[src/rtl/imbt_pkg.sv]
// ============================================================================
// imbt_pkg: shared types and constants of the IP/MAC binding table
// Holds the operation and status codes, the stored entry layout and the
// command and status bundles between the controller and the datapath.
// ============================================================================
package imbt_pkg;

  // Default table depth
  localparam int TABLE_ENTRIES_DEF = 64;

  // Operation codes carried on in_mode
  localparam logic [2:0] MODE_INSERT = 3'd0;
  localparam logic [2:0] MODE_LOOKUP = 3'd1;
  localparam logic [2:0] MODE_DELETE = 3'd2;
  localparam logic [2:0] MODE_TICK   = 3'd3;
  localparam logic [2:0] MODE_CLEAR  = 3'd4;

  // Result status codes
  localparam logic [1:0] STAT_OK   = 2'd0;
  localparam logic [1:0] STAT_MISS = 2'd1;
  localparam logic [1:0] STAT_FULL = 2'd2;

  // Saturation limit of the removed-entry count
  localparam logic [6:0] COUNT_MAX = 7'd127;

  // One stored binding, kept as a single memory word
  typedef struct packed {
    logic        valid;
    logic [31:0] ip;
    logic [47:0] mac;
    logic [31:0] lease;
    logic [31:0] expiry;
    logic [31:0] seq;
  } entry_t;

  // Commands from the controller to the datapath
  typedef struct packed {
    logic init_wr;  // clearing pass: zero one entry per cycle
    logic load;     // capture the accepted item, restart the scan
    logic scan;     // issue the next table read
    logic finish;   // form the result from the scan state
    logic commit;   // final write of a delete
  } cmd_t;

  // Status from the datapath to the controller
  typedef struct packed {
    logic cnt_end;     // scan counter has covered every entry
    logic rd_pending;  // a read is still in flight
  } stat_t;

endpackage

[src/rtl/imbt_ctrl.sv]
// ============================================================================
// imbt_ctrl: operation sequencer
// Runs the clearing pass after reset, then one table scan per accepted item
// followed by a single response cycle.
// ============================================================================
module imbt_ctrl (
  input  logic           clk,
  input  logic           rst_n,
  input  logic           start,
  input  imbt_pkg::stat_t stat,
  output imbt_pkg::cmd_t  cmd,
  output logic           busy,
  output logic           out_valid
);
  import imbt_pkg::*;

  typedef enum logic [3:0] {
    S_INIT = 4'b0001,
    S_IDLE = 4'b0010,
    S_SCAN = 4'b0100,
    S_RESP = 4'b1000
  } state_t;

  state_t state_r, state_nxt;

  // Next state and commands
  always_comb begin
    state_nxt   = state_r;
    cmd         = '0;
    case (state_r)
      S_INIT: begin
        cmd.init_wr = 1'b1;
        if (stat.cnt_end) begin
          state_nxt = S_IDLE;
        end
      end
      S_IDLE: begin
        if (start) begin
          cmd.load  = 1'b1;
          state_nxt = S_SCAN;
        end
      end
      S_SCAN: begin
        cmd.scan = 1'b1;
        if (stat.cnt_end && !stat.rd_pending) begin
          cmd.finish = 1'b1;
          state_nxt  = S_RESP;
        end
      end
      S_RESP: begin
        cmd.commit = 1'b1;
        state_nxt  = S_IDLE;
      end
      default: begin
        state_nxt = S_INIT;
      end
    endcase
  end

  // State register
  always_ff @(posedge clk) begin
    if (!rst_n) begin
      state_r <= S_INIT;
    end else begin
      state_r <= state_nxt;
    end
  end

  assign busy      = (state_r != S_IDLE);
  assign out_valid = (state_r == S_RESP);

endmodule

[config.mk]
export PLATFORM = sky130hd
export DESIGN_NAME = imbt_ctrl
export DESIGN_NICKNAME = d
export VERILOG_FILES = /design/src/rtl/imbt_pkg.sv /design/src/rtl/imbt_ctrl.sv
export SDC_FILE = /design/constraint.sdc
export NUM_CORES = 1
export LEC_CHECK = 0
export ABC_AREA = 1
export BUFFER_PORTS_ARGS = -buffer_cell sky130_fd_sc_hd__buf_2
export CAP_MARGIN = 20
export CORE_AREA = 5 5 42 44
export CTS_CLUSTER_DIAMETER = 60
export DETAILED_ROUTE_END_ITERATION = 8
export DIE_AREA = 0 0 47 49
export SYNTH_ARGS = -nofsm -noshare
export SYNTH_HDL_FRONTEND = slang
export SYNTH_SLANG_ARGS = --single-unit
[constraint.sdc]
create_clock -name clk -period 1.5 [get_ports clk]
set_input_delay 0.375 -clock clk [delete_from_list [all_inputs] [get_ports clk]]
set_output_delay 0.375 -clock clk [all_outputs]
set_load 0.05 [all_outputs]
== Word level (Yosys, flattened, before mapping) ==
Cells that the tools add are included.

* Equal/unequal tests: 8
* Multiplexer cells: 10
* Reductions and logical operators: 3

{| class="wikitable"
|+ Operators by type and width
! cell !! count
|-
| case mux 4 bit (4 select lines) || 1
|-
| two-way mux 4 bit || 3
|-
| inequality test 2 bit (second input constant) || 3
|-
| two-way mux 1 bit || 5
|-
| equality test 4 x 1 -> 1 bit (second input constant) || 1
|-
| equality test 4 x 2 -> 1 bit (second input constant) || 1
|-
| equality test 4 x 3 -> 1 bit (second input constant) || 1
|-
| equality test 4 bit (second input constant) || 1
|-
| inequality test 4 x 2 -> 1 bit (second input constant) || 1
|-
| AND reduction 3 bit || 1
|-
| two-way mux 2 bit || 1
|-
| logical AND 1 bit || 1
|-
| logical NOT 1 bit || 1
|}

* Register bits after elaboration: 4
* Bits of input ports: 5
* Output and inout bits: 7

== Logic depth before layout (Yosys ltp) ==
* Depth in word-level cells: 4
* Gate-level depth with buffers: 7
* Depth with buffers taken out: 7

== Worst setup path before layout ==
Ideal clock, no wire load.

* Path type: flip-flop to output port
* Start point: reg state_r[2]
* End point: out cmd[1] (netlist bit)
* Arrival time: 1.215 ns
* Required time: 1.125 ns
* Setup slack: -0.090 ns
* Cell stages (with the launch flop): 5
* Buffers on the path: 0
* Cell sequence: dfxtp_1 -> inv_1 -> nor2_1 -> nand2_1 -> nor2_1

{| class="wikitable"
|+ RTL lines
! what !! line !! text
|-
| start: declaration || imbt_ctrl.sv:24 || <nowiki>state_t state_r, state_nxt;</nowiki>
|-
| start signal: assignment || imbt_ctrl.sv:65 || <nowiki>state_r <= state_nxt;</nowiki>
|-
| end: declaration || imbt_ctrl.sv:11 || <nowiki>output imbt_pkg::cmd_t cmd,</nowiki>
|}

==> results.sh <==
export IMPL_worstPathMaxFanout=2
export IMPL_netlist_instances=43
export IMPL_worst_slack_ns=-0.05091
export IMPL_grt_max_degree=5
export IMPL_yosysTopAreaCellShare_pct=31.22
export IMPL_portBuffers=11
export IMPL_irDropWorstVdd_mv=0.4594
export IMPL_ys_flop_type="dfxtp_1"
export IMPL_cts_inserted_buffers=3
export IMPL_ctsHoldBuffers=0
export IMPL_cts_clk_slew_worst_paths_ns=0.04
export IMPL_power_density_nw_per_um2=1026
export IMPL_dieHeight_um=49
export IMPL_crit_required_ns=1.12
export IMPL_initial_core_util_pct=18.30
export IMPL_synth_avg_cell_area_um2=5.965
export IMPL_grt_pass1_vias=288
export IMPL_synth_adder_area_share_pct=0
export IMPL_setup_viol=4
export IMPL_drt_first_iter_violations=10
export IMPL_cp_data_arrival_time_ns=1.18
export IMPL_clk_path_buf_depth=2
export IMPL_crit_top_cell="inv_2"
export IMPL_routed_wl_met3_um=77
export IMPL_synth_simple_area_share_pct=43.41
export IMPL_finish_utilization_pct=32.50
export IMPL_maxSlewHeadroom_pct=86.67
export IMPL_maxUsedRoutingLayer="met4"
export IMPL_antenna_found_initial=0
export IMPL_core_area_um2=1401
export IMPL_track_usage_pct=6.972
export IMPL_largestRegisters="state_r: 4 flops"
export IMPL_critPathKind="flip-flop to output pin"
export IMPL_slowest_stage="dfxtp_2"
export IMPL_die_w_um=47
export IMPL_final_nets=65
export IMPL_final_area_um2=455.4
export IMPL_synthesis_area_um2=256.5
export IMPL_fin_tns_setup_ns=-0.08178
export IMPL_drc=0
export IMPL_synth_top_family_by_area="simple AND/OR/NAND/NOR gates"
export IMPL_clk_latency_ns=0.23
export IMPL_post_drt_wl_per_cell_um=8.932
export IMPL_drive_above_1_share_pct=60.34
export IMPL_fin_skew_ns=0.001321
export IMPL_synthDistinctLibCells=11
export IMPL_post_route_min_period_ns=1.551
export IMPL_yosysWarnings=0
export IMPL_critical_path_top_delay_family="simple AND/OR/NAND/NOR gates"
export IMPL_area_growth_syn_to_layout_pct=77.56
export IMPL_h_tree_depth=1
export IMPL_synth_xor_area_share_pct=0
export IMPL_synth_most_common_cell="inv_1"
export IMPL_dp_slack_ns=0.05127
export IMPL_crit_buf_inv=3
export IMPL_hpwl_um=502.5
export IMPL_finalHoldViolCount=0
export IMPL_ant_nets=0
export IMPL_cts_sinks=4
export IMPL_grt_overflow=0
export IMPL_yosys_register_bits=4
export IMPL_yosysTopAreaCell="dfxtp_1"
export IMPL_num_vias=301
export IMPL_synth_compound_area_share_pct=3.415
export IMPL_synth_edf_count=0
export IMPL_synth_area_mux_share_pct=0
export IMPL_syn_nets=48
export IMPL_n_antenna_cell=0
export IMPL_clockRootBuffer="clkbuf_4"
export IMPL_ys_seq_area_share_pct=31.22
export IMPL_met1_length_um=302
export IMPL_cp_slowest_stage_delay_ns=0.32
export IMPL_end_kind="output pin"
export IMPL_min_period_over_period_pct=103.4
export IMPL_violations="negative setup slack"
export IMPL_filler_cell_count=166
export IMPL_io_pins=12
export IMPL_viasPerCell=4.068
export IMPL_fmax_ghz=0.6448
export IMPL_leakagePower_nw=0.2349
export IMPL_num_rows=14
export IMPL_max_cap_viol_count=0
export IMPL_slew_violations=0
export IMPL_rsz0062_at_grt="true"
export IMPL_gp_congestion=0.7975
export IMPL_worst_pin_slew_ns=0.1993
export IMPL_wl_um=661
export IMPL_grt_pass1_wl_um=1110
export IMPL_largest_register_ffs=4
export IMPL_startpoint_type="flip-flop"
export IMPL_placedInstanceArea_um2=337.8
export IMPL_synthTopCellsByArea="dfxtp_1 (31%), inv_1 (18%), nand3_1 (14%), nor2_1 (10%), nand2_1 (8.8%)"
export IMPL_min_path_type="input pin to flip-flop"
export IMPL_power_uw=467.3
export IMPL_die_area_um2=2303
export IMPL_dr_pass1_iters=4
export IMPL_cts_tree="yes"
export IMPL_largest_register="state_r"
export IMPL_crit_chain="nor2_4 > inv_2 > nor3_4 > nand2_2 > inv_2 > buf_8"
export IMPL_async_flop_share_pct=0
export IMPL_wl_met2_um=276
export IMPL_outcome="complete, but fails checks"
export IMPL_synth_common_cells="inv_1 (12), nand3_1 (7), nor2_1 (7)"
[metal layers]
layer / track usage, % / vias up
met5: 0 / -
met4: 6.912 / 0
met3: 2.952 / 2
met2: 8.145 / 19
met1: 8.791 / 124
li1: - / 156
[timing repair]
| item | 4_1_cts | 5_1_grt |
|---|---|---|
| gates resized for setup | 18 | 13 |
| pin swaps | 3 | 2 |
| setup buffers | 0 | 1 |
| setup endpoints to repair | 7 | 7 |
[path summary, 6_finish.rpt]
kind                            slack [ns]       start  cells past startpoint          to
worst min-delay path                  0.37       rst_n                      2  state_r[0]
worst max-delay path                 -0.05  state_r[2]                      6      cmd[3]
worst max register to register        0.48  state_r[0]                      6  state_r[0]
worst min register to register        0.57  state_r[1]                      3  state_r[3]
[kinds of logic (layout without fill, tap and decap cells)]
logic type	after synthesis	in the layout
buffers and inverters	14	29
AOI/OAI and AO/OA	1	1
DFF	4	4
and+or+nand+nor	24	24
[area by class of cell]
type	instances	area [um^2]	share of cell area, %
inverters	13	52.55	11.54
flip-flops and latches	4	85.08	18.68
repair buffers	13	121.4	26.65
clock buffers	3	22.52	4.945
multi-input cells	25	153.9	33.79
well taps	16	20.02	4.396
[report_power, final]
group | switching, mW | internal [mW]
sequential | 0.0160 | 0.123
combinational | 0.124 | 0.0757
clock | 0.0395 | 0.0892
[placed cells by master, fill, tap and decap left out, drive strengths merged]
cell       n
buf       13
inv       12
nor2       9
nand3      7
nand2      6
dfxtp      4
clkbuf     3
nor3       2
clkinvlp   1
a21oi      1
[stage by stage]
stage                     hold slack, ns  std cells
after global placement            0.5946         70
after global routing              0.3747         74
final                             0.3666         74
after detailed placement          0.5993         70
after CTS                         0.3533         73
after floorplan                   0.4591         43
No activity file was read; power rests on OpenSTA's default activity.
